## src/rtl/cfcd_pkg.sv

```systemverilog
package cfcd_pkg;

    // Default sizing of the frame buffer and the coil array
    localparam int FRAME_MAX_BYTES_DEF = 8;
    localparam int TILE_COUNT_DEF      = 16;
    localparam int COILS_PER_TILE_DEF  = 9;

    // Byte codes of the framed stream and of the command set
    localparam logic [7:0] DELIM        = 8'h00;
    localparam logic [7:0] GROUP_FULL   = 8'hFF;
    localparam logic [7:0] CMD_SETPOINT = 8'h80;
    localparam logic [7:0] CMD_IDENTIFY = 8'h82;

    // Decoded frame layout
    localparam int DEC_KEEP          = 7;   // decoded bytes that feed any output
    localparam int MIN_DEC_LEN       = 3;   // lead zero, register byte, one data byte
    localparam int PAYLOAD_BYTES     = 5;
    localparam int LEN_SAT           = 7;
    localparam int SETPOINT_DATA_LEN = 4;
    localparam int IDENTIFY_DATA_LEN = 1;

    typedef enum logic [1:0] {
        KIND_REG_WRITE = 2'd0,
        KIND_SETPOINT  = 2'd1,
        KIND_IDENTIFY  = 2'd2
    } t_kind;

    typedef struct packed {
        t_kind        kind;
        logic [6:0]   reg_addr;
        logic [2:0]   payload_len;
        logic [39:0]  payload;
        logic [7:0]   tile_id;
        logic [3:0]   coil_num;
        logic [15:0]  setpoint;
    } t_cmd;

endpackage

```

## src/rtl/cobs_framed_command_decoder_core.sv

```systemverilog
// COBS framed command decoder.
// Input channel: one received byte per request on i_rx_byte, qualified by
// i_rx_valid and held off by o_rx_stall. A zero byte is the frame delimiter;
// the first delimiter after reset brings the decoder into sync.
// Output channel: one command per accepted frame on o_kind .. o_setpoint,
// qualified by o_cmd_valid and held off by i_cmd_stall. Fields a command
// kind does not use read as zero. Bad, short or unknown frames give nothing.
// The command is registered as its delimiter is accepted.
// Throughput: one byte per cycle while o_rx_stall is low; the frame is
// decoded on the fly, so the delimiter only classifies the decoded bytes.
// When the receiver stalls, the output register holds its command and a
// one-entry skid stage takes the next one; o_rx_stall rises only once that
// skid stage is occupied, and bytes without a command keep flowing until
// then.
// Reset (synchronous, active low) clears sync, the frame count and both
// output stages; no clearing pass is needed.
module cobs_framed_command_decoder_core
    import cfcd_pkg::*;
#(
    parameter int FRAME_MAX_BYTES = FRAME_MAX_BYTES_DEF,
    parameter int TILE_COUNT      = TILE_COUNT_DEF,
    parameter int COILS_PER_TILE  = COILS_PER_TILE_DEF
) (
    input  logic        i_clk,
    input  logic        i_rst_n,
    input  logic        i_rx_valid,
    output logic        o_rx_stall,
    input  logic [7:0]  i_rx_byte,
    output logic        o_cmd_valid,
    input  logic        i_cmd_stall,
    output logic [1:0]  o_kind,
    output logic [6:0]  o_reg_addr,
    output logic [2:0]  o_payload_len,
    output logic [39:0] o_payload,
    output logic [7:0]  o_tile_id,
    output logic [3:0]  o_coil_num,
    output logic [15:0] o_setpoint
);

    logic r_out_valid;
    t_cmd r_out;
    logic r_skid_valid;
    t_cmd r_skid;

    logic accept;
    logic res_valid;
    t_cmd res;
    logic out_free;

    assign o_rx_stall = r_skid_valid;
    assign accept     = i_rx_valid && !r_skid_valid;
    assign out_free   = !r_out_valid || !i_cmd_stall;

    cfcd_frame #(
        .FRAME_MAX_BYTES(FRAME_MAX_BYTES),
        .TILE_COUNT     (TILE_COUNT),
        .COILS_PER_TILE (COILS_PER_TILE)
    ) u_frame (
        .i_clk      (i_clk),
        .i_rst_n    (i_rst_n),
        .i_accept   (accept),
        .i_rx_byte  (i_rx_byte),
        .o_cmd_valid(res_valid),
        .o_cmd      (res)
    );

    // Advance the output register; park a command in the skid stage on stall
    always_ff @(posedge i_clk) begin
        if (!i_rst_n) begin
            r_out_valid  <= 1'b0;
            r_skid_valid <= 1'b0;
        end else if (out_free) begin
            if (r_skid_valid) begin
                r_out_valid  <= 1'b1;
                r_skid_valid <= 1'b0;
            end else begin
                r_out_valid  <= res_valid;
            end
        end else if (res_valid) begin
            r_skid_valid <= 1'b1;
        end
    end

    always_ff @(posedge i_clk) begin
        if (out_free) begin
            r_out <= r_skid_valid ? r_skid : res;
        end
        if (!out_free && res_valid) begin
            r_skid <= res;
        end
    end

    assign o_cmd_valid   = r_out_valid;
    assign o_kind        = r_out.kind;
    assign o_reg_addr    = r_out.reg_addr;
    assign o_payload_len = r_out.payload_len;
    assign o_payload     = r_out.payload;
    assign o_tile_id     = r_out.tile_id;
    assign o_coil_num    = r_out.coil_num;
    assign o_setpoint    = r_out.setpoint;

endmodule

```

## src/rtl/cfcd_frame.sv

```systemverilog
module cfcd_frame
    import cfcd_pkg::*;
#(
    parameter int FRAME_MAX_BYTES = FRAME_MAX_BYTES_DEF,
    parameter int TILE_COUNT      = TILE_COUNT_DEF,
    parameter int COILS_PER_TILE  = COILS_PER_TILE_DEF
) (
    input  logic       i_clk,
    input  logic       i_rst_n,
    input  logic       i_accept,
    input  logic [7:0] i_rx_byte,
    output logic       o_cmd_valid,
    output t_cmd       o_cmd
);

    localparam int CW = $clog2(FRAME_MAX_BYTES + 1);

    // Frame tracking state; decoded bytes are built as the raw bytes arrive
    logic          r_synced,  n_synced;
    logic [CW-1:0] r_count,   n_count;
    logic [7:0]    r_rem,     n_rem;
    logic          r_prev_ff, n_prev_ff;
    logic [CW-1:0] r_wr,      n_wr;
    logic [7:0]    r_dec [DEC_KEEP];

    logic          dec_we;
    logic [7:0]    dec_wdata;
    logic          is_delim;

    assign is_delim = (i_rx_byte == DELIM);

    // Advance the incremental decoder by one stored byte
    always_comb begin
        n_synced  = r_synced;
        n_count   = r_count;
        n_rem     = r_rem;
        n_prev_ff = r_prev_ff;
        n_wr      = r_wr;
        dec_we    = 1'b0;
        dec_wdata = i_rx_byte;
        if (i_accept) begin
            if (is_delim) begin
                n_synced = 1'b1;
                n_count  = '0;
                n_rem    = '0;
                n_wr     = '0;
            end else if (r_count < CW'(FRAME_MAX_BYTES) && r_synced) begin
                n_count = r_count + 1'b1;
                if (r_count == '0) begin
                    // first group code of the frame
                    n_rem     = i_rx_byte - 8'd1;
                    n_prev_ff = (i_rx_byte == GROUP_FULL);
                    n_wr      = '0;
                end else if (r_rem == '0) begin
                    // next group code: close the previous group with a zero unless it was full
                    n_rem     = i_rx_byte - 8'd1;
                    n_prev_ff = (i_rx_byte == GROUP_FULL);
                    if (!r_prev_ff) begin
                        dec_we    = 1'b1;
                        dec_wdata = DELIM;
                        n_wr      = r_wr + 1'b1;
                    end
                end else begin
                    dec_we = 1'b1;
                    n_rem  = r_rem - 8'd1;
                    n_wr   = r_wr + 1'b1;
                end
            end else begin
                // before sync or on overflow: drop and restart the count
                n_count = '0;
            end
        end
    end

    always_ff @(posedge i_clk) begin
        if (!i_rst_n) begin
            r_synced  <= 1'b0;
            r_count   <= '0;
            r_rem     <= '0;
            r_prev_ff <= 1'b0;
            r_wr      <= '0;
        end else begin
            r_synced  <= n_synced;
            r_count   <= n_count;
            r_rem     <= n_rem;
            r_prev_ff <= n_prev_ff;
            r_wr      <= n_wr;
        end
    end

    // Keep only the decoded bytes that reach an output
    always_ff @(posedge i_clk) begin
        if (dec_we && r_wr < CW'(DEC_KEEP)) begin
            r_dec[r_wr[2:0]] <= dec_wdata;
        end
    end

    // Classify the decoded frame at its delimiter
    logic [CW-1:0] dsize;
    logic          frame_ok;
    logic          is_write;
    logic          is_sp;
    logic          is_id;

    assign dsize    = r_wr - CW'(2);
    assign frame_ok = (r_count > CW'(2)) && (r_rem == '0)
                   && (r_wr >= CW'(MIN_DEC_LEN)) && (r_dec[0] == DELIM);
    assign is_write = !r_dec[1][7];
    assign is_sp    = (r_dec[1] == CMD_SETPOINT) && (dsize == CW'(SETPOINT_DATA_LEN))
                   && ({1'b0, r_dec[2]} < 9'(TILE_COUNT))
                   && ({1'b0, r_dec[3]} < 9'(COILS_PER_TILE));
    assign is_id    = (r_dec[1] == CMD_IDENTIFY) && (dsize == CW'(IDENTIFY_DATA_LEN));

    assign o_cmd_valid = i_accept && is_delim && frame_ok && (is_write || is_sp || is_id);

    // Build the command fields, zero where the kind does not use them
    always_comb begin
        o_cmd = '0;
        if (is_write) begin
            o_cmd.kind        = KIND_REG_WRITE;
            o_cmd.reg_addr    = r_dec[1][6:0];
            o_cmd.payload_len = (dsize < CW'(LEN_SAT)) ? dsize[2:0] : 3'(LEN_SAT);
            for (int k = 0; k < PAYLOAD_BYTES; k++) begin
                if (CW'(k) < dsize) begin
                    o_cmd.payload[8*k +: 8] = r_dec[2+k];
                end
            end
        end else if (is_sp) begin
            o_cmd.kind     = KIND_SETPOINT;
            o_cmd.tile_id  = r_dec[2];
            o_cmd.coil_num = r_dec[3][3:0];
            o_cmd.setpoint = {r_dec[5], r_dec[4]};
        end else begin
            o_cmd.kind    = KIND_IDENTIFY;
            o_cmd.tile_id = r_dec[2];
        end
    end

endmodule
```

## config.mk

```make
export PLATFORM = sky130hd
export DESIGN_NAME = cobs_framed_command_decoder_core
export DESIGN_NICKNAME = d
export VERILOG_FILES = /design/src/rtl/cfcd_pkg.sv /design/src/rtl/cobs_framed_command_decoder_core.sv /design/src/rtl/cfcd_frame.sv
export SDC_FILE = /design/constraint.sdc
export NUM_CORES = 1
export LEC_CHECK = 0
export ABC_AREA = 1
export BUFFER_PORTS_ARGS = -buffer_cell sky130_fd_sc_hd__buf_2
export CAP_MARGIN = 20
export CORE_UTILIZATION = 42
export DETAILED_ROUTE_END_ITERATION = 10
export PLACE_DENSITY_LB_ADDON = 0.25
export SLEW_MARGIN = 20
export SYNTH_ARGS = -nofsm -noshare
export SYNTH_HDL_FRONTEND = slang
export SYNTH_SLANG_ARGS = --single-unit
```

## constraint.sdc

```tcl
create_clock -name i_clk -period 11.95 [get_ports i_clk]
set_input_delay 1.7925 -clock i_clk [delete_from_list [all_inputs] [get_ports i_clk]]
set_output_delay 1.7925 -clock i_clk [all_outputs]
set_load 0.02 [all_outputs]
```

# Word-level counts from Yosys, hierarchy flattened

Memory sizes are Yosys's and may differ from the RTL's.
Cells that the tools add are included.
Widths: inputs -> output; s select.

Bits in registers: 180
Memory bits (writable): 56
Input port bits: 12
Output and inout port bits: 82
Logic and storage cells: 120
Memories: 1

Memories:

| name          | words | bits a word | read ports | clocked after memory_dff | wr ports | RTL line         | text |
|---|---|---|---|---|---|---|---|
| u_frame.r_dec | 7     | 8           | 7          | 0                        | 1        | cfcd_frame.sv:24 | `logic [7:0] r_dec [DEC_KEEP];` |

$add $sub $neg: 5
Magnitude comparators: 12
Equality and inequality tests: 6
Multiplexer cells: 40
Bitwise logic cells: 2
Reduce and logical (&&, ||, !) cells: 33

Operator list:

| kind                | count |
|---|---|
| $mux 8              | 15 |
| $mux 80             | 1 |
| $mux 50             | 1 |
| $mux 28             | 1 |
| $mux 4              | 7 |
| $eq 8x8->1 const B  | 3 |
| $logic_not 8->1     | 3 |
| $mux 20             | 1 |
| $sub 8x1->8 const B | 2 |
| $logic_and 1x1->1   | 14 |
| $mux 1              | 11 |
| $add 4x1->4 const B | 2 |
| $lt 1x4->1 const A  | 2 |
| $lt 2x4->1 const A  | 2 |
| $lt 4x3->1 const B  | 2 |
| $lt 8x4->1 const B  | 1 |
| $lt 8x5->1 const B  | 1 |
| $logic_not 1->1     | 5 |
| $eq 4x1->1 const B  | 1 |
| $eq 4x3->1 const B  | 1 |
| $ge 4x2->1 const B  | 1 |
| $gt 4x2->1 const B  | 1 |
| $logic_not 4->1     | 1 |
| $lt 3x4->1 const A  | 1 |
| 12 further kinds    | 18 |

# Longest topological paths before layout

Depth in word-level cells: 9
Gate-level depth with buffers: 12
Mapped depth without buffers: 12

# By module

From an unflattened synthesis, not the netlist that was laid out.

Cell total of the unflattened synthesis: 907
Area total of the unflattened synthesis: 10007.1 um2

By module, submodules not included:

| module                           | instances | cells an instance | area an instance (um2) | seq. area each (um2) |
|---|---|---|---|---|
| cobs_framed_command_decoder_core | 1         | 430               | 6040.8                 | 4844.6 |
| cfcd_frame                       | 1         | 477               | 3966.3                 | 2042.0 |

# Worst setup path after synthesis

Ideal clock, no wire load.

Kind: in2reg
Start: input port i_cmd_stall
End: register r_skid[0] (netlist bit) (enable)
Setup time: 0.519 ns
Arrival: 7.158 ns
Data required time: 11.431 ns
Slack: 4.274 ns
Stages: 2
Path buffers: 0
Cells stage by stage: nand2_1 > nor2_1

Longest elaborated chain between the ends: 4

RTL lines:

| what                 | RTL line                               | text |
|---|---|---|
| from (decl)          | cobs_framed_command_decoder_core.sv:30 | `input logic i_cmd_stall,` |
| $logic_not 1->1      | cobs_framed_command_decoder_core.sv:52 | `assign out_free = !r_out_valid \|\| !i_cmd_stall;` |
| $logic_or 1x1->1     | cobs_framed_command_decoder_core.sv:52 |  |
| $logic_not 1->1      | cobs_framed_command_decoder_core.sv:88 | `if (!out_free && res_valid) begin` |
| $logic_and 1x1->1    | cobs_framed_command_decoder_core.sv:88 |  |
| to (signal assigned) | cobs_framed_command_decoder_core.sv:89 | `r_skid <= res;` |
| to (decl)            | cobs_framed_command_decoder_core.sv:43 | `t_cmd r_skid;` |

No other way between the ends.
A chain may end at the register's enable or synchronous reset.

# Worst setup path in the final report

Start: register u_frame.r_wr[1]
End: register r_skid[74] (netlist bit) (enable)

Longest elaborated chain between the ends: 9
Elaborated cells between the ends (all ways): 15
Classes of those cells: 1 x add/sub; 1 x order compare; 2 x eq/ne; 11 x reduce/logical

RTL lines:

| what                           | RTL line                               | text |
|---|---|---|
| from (decl)                    | cfcd_frame.sv:23                       | `logic [CW-1:0] r_wr, n_wr;` |
| from (signal assigned)         | cfcd_frame.sv:87                       | `r_wr <= n_wr;` |
| $sub 4x2->4                    | cfcd_frame.sv:105                      | `assign dsize = r_wr - CW'(2);` |
| $eq 4x3->1                     | cfcd_frame.sv:109                      | `assign is_sp = (r_dec[1] == CMD_SETPOINT) && (dsize == CW'(SETPOINT_DATA_LEN))` |
| $logic_and 1x1->1              | cfcd_frame.sv:109                      |  |
| $logic_and 1x1->1              | cfcd_frame.sv:110                      | `&& ({1'b0, r_dec[2]} < 9'(TILE_COUNT))` |
| $logic_and 1x1->1              | cfcd_frame.sv:111                      | `&& ({1'b0, r_dec[3]} < 9'(COILS_PER_TILE));` |
| $logic_or 1x1->1 (2 in series) | cfcd_frame.sv:114                      | `assign o_cmd_valid = i_accept && is_delim && frame_ok && (is_write \|\| is_sp \|\| is_id);` |
| $logic_and 1x1->1 *            | cfcd_frame.sv:114                      |  |
| $logic_and 1x1->1 *            | cobs_framed_command_decoder_core.sv:88 |  |

Mark *: on every way between the ends. The rest lies on a longest branch, timed or not.

==> results.json <==
{
  "status": "complete, no violations",
  "avgSynthCellArea_um2": 11.1,
  "ys_warn_count": 0,
  "path_clk_slew_ns": 0.06,
  "dp_hpwl_um": 12500,
  "endpoint_kind": "flip-flop",
  "setup_ws_ns": 8.04,
  "cts-resized-gates": 0,
  "cts_buffer_depth": 3,
  "fin_crit_ns": 3.91,
  "fillers": 2110,
  "worstMarginPinSlew_ns": 1.08,
  "crit_family": "simple AND/OR/NAND/NOR gates",
  "cp_num_buf_inv": 2,
  "met1_usage": 0.228,
  "synth.distinct_cells": 37,
  "nets": 1029,
  "rows": 56,
  "track_usage": 0.164,
  "root_buffer": "clkbuf_16",
  "grt_util_met3": 0.0282,
  "relSlewSlack": 0.279,
  "regArea_um2": 6890,
  "rsz0062_at_grt": "no",
  "grt_max_degree": 102,
  "path_depth": 10,
  "grt_antenna_before_repair": 0,
  "grt_busiest_layer": "met2",
  "slowest_stage": "buf_4",
  "synth_commonest_cells": "nand2_1 (273), edfxtp_1 (216), inv_1 (95), nor2_1 (89), o21ai_0 (35)",
  "area_growth_pct": 15.2,
  "ctsHoldBuffers": 0,
  "die_w_um": 157,
  "fin_setup_tns_ns": 0,
  "vias": 6183,
  "drc": 0,
  "leakage_nw": 4.93,
  "die-area_um2": 24500,
  "ys_dominant_reg_cell": "edfxtp_1",
  "ioPinCount": 94,
  "cts_buffers": 25,
  "ys_top_cells_by_area": "edfxtp_1 (65%), nand2_1 (10%), dfxtp_1 (4.0%)",
  "multi_input_area_um2": 2650,
  "setup-violations-final": 0,
  "clock-sinks": 236,
  "final.period_utilization": 0.327,
  "htreeDepth": 1,
  "use_met2": 0.258,
  "portBuffers": 93,
  "die_h_um": 157,
  "synth_edf_count": 216,
  "post_cts_buffers": 0,
  "detail_route.wl_per_cell_um": 14.5,
  "drive_gt1_frac": 0.191,
  "setup.worst_path.class": "flip-flop to flip-flop",
  "irDropWorstVdd_mv": 0.0810,
  "diodes": 0,
  "hold_viol_final": 0,
  "synth_seq_cells": 236,
  "worstPathArrival_ns": 4.04,
  "grt_pass1_wl_um": 31200,
  "whs_path_depth": 2,
  "crit_path_start_kind": "flip-flop",
  "p_per_area_nw_per_um2": 139,
  "slew_violations": 0,
  "fmax_mhz": 256,
  "worstPathCellList": "inv_1 -> ha_1 -> nor2_1 -> nand3_1 -> nor2_1 -> nand2_2 -> nand3_1 -> nand2_1 -> nor2_4 -> buf_4",
  "drt-initial-drc-count": 371,
  "yosysTopAreaCell": "edfxtp_1",
  "wl_um": 19300,
  "clock_latency_ns": 0.53,
  "required_ns": 12.08,
  "gp_congestion": 0.840,
  "r2r_cells": 10,
  "cap_violations": 0,
  "synth.most_common_cell": "nand2_1",
  "syn_nets": 931,
  "synth_top_cell_area_share": 0.646,
  "start_util": 0.428,
  "path_max_fanout": 80,
  "grt_pass1_vias": 5990,
  "synth_area_um2": 10000,
  "async_flop_share": 0,
  "first_pass_iters": 5,
  "core-area_um2": 23500,
  "min_path_type": "flip-flop to flip-flop",
  "pre_cts_ws_ns": 7.61,
  "seq_area_frac_synth": 0.686,
  "slowest_delay_ns": 0.75,
  "cts_tree": "done",
  "vias_per_cell": 4.63,
  "synth_cells": 903,
  "grt_overflow": 0,
  "finalClockSkew_ns": 0.0197,
  "ant_nets": 0
}
[cell type report]
class | instances | share of cell area
Tap cell | 319 | 0.0345
Multi-Input combinational cell | 535 | 0.229
Timing Repair Buffer | 97 | 0.0428
Clock buffer | 33 | 0.0567
Sequential cell | 236 | 0.596
Clock inverter | 8 | 0.00671
Inverter | 106 | 0.0348
[through the flow]
step | utilization | total power, mW | cells | cell area [um2] | hold slack [ns]
2_1_floorplan | - | 0.917 | 903 | 10000 | 0.436
5_1_grt | 0.493 | 1.66 | 1334 | 11600 | 0.495
3_3_place_gp | 0.461 | 0.926 | 1293 | 10800 | 0.466
3_5_place_dp | 0.461 | 0.927 | 1293 | 10800 | 0.463
4_1_cts | 0.492 | 1.63 | 1334 | 11600 | 0.475
6_report | 0.493 | 1.61 | 1334 | 11600 | 0.470
[flip-flops by register name, summed over array words and instances (netlist names), 4 cells and up]
register and count:
u_frame.r_rem 8, u_frame.r_count 4, o_tile_id 8, o_payload 40, o_setpoint 16, o_reg_addr 7, u_frame.r_dec 56, r_skid 80
o_coil_num 4, u_frame.r_wr 4
[final timing paths]
path	from	to	slack (ns)
max	u_frame.r_wr[1]	r_skid[74]	8.04
min reg2reg	u_frame.r_synced	u_frame.r_synced	0.47
min	u_frame.r_synced	u_frame.r_synced	0.47
max reg2reg	u_frame.r_wr[1]	r_skid[74]	8.04
[tightest hold or removal path, cell delays in order, from the launching register on]
cell and delay [ns]:
dfxtp_1 0.30, inv_1 0.07, a21oi_1 0.06
[power breakdown]
group / switching, mW / internal [mW] / total (mW)
clock network: 0.297 / 0.406 / 0.703
registers: 0.0000744 / 0.891 / 0.891
logic: 0.0140 / 0.00464 / 0.0186
[logic make-up after synthesis]
kind of cell	count (synthesis)	synth area share
simple gates	446	0.198
flops	236	0.686
buf+inv	132	0.0527
compound gates	64	0.0354
fa+ha+maj	16	0.0199
xor+xnor	9	0.00785
[per-layer routing]
metal / wire [um] / up-vias
li1: - / 3139
met1: 9090 / 2844
met2: 8620 / 163
met3: 992 / 37
met4: 577 / 0
met5: 0 / -
[layout by cell type, fill, tap and decap left out, types with 2 or more instances in the layout]
master | Yosys | layout
o21ai_1 | 2 | 2
nand2_2 | 8 | 8
a21oi_1 | 19 | 19
edfxtp_1 | 216 | 216
xnor2_1 | 3 | 3
nor3_2 | 1 | 2
nand3_1 | 21 | 21
buf_4 | 2 | 4
inv_2 | 9 | 9
clkbuf_16 | 0 | 25
nor2_4 | 23 | 24
dfxtp_1 | 20 | 19
clkbuf_1 | 12 | 8
nand4_1 | 5 | 5
a21oi_2 | 4 | 4
buf_2 | 5 | 93
ha_1 | 16 | 16
nand2_1 | 273 | 272
nand2_4 | 2 | 3
nor4_1 | 2 | 2
o21ai_0 | 35 | 35
nor2_1 | 89 | 88
nor3_1 | 7 | 6
clkinv_1 | 1 | 5
inv_1 | 95 | 95
xor2_1 | 6 | 6
nor2_2 | 11 | 11
No activity file was read; power rests on OpenSTA's default activity.
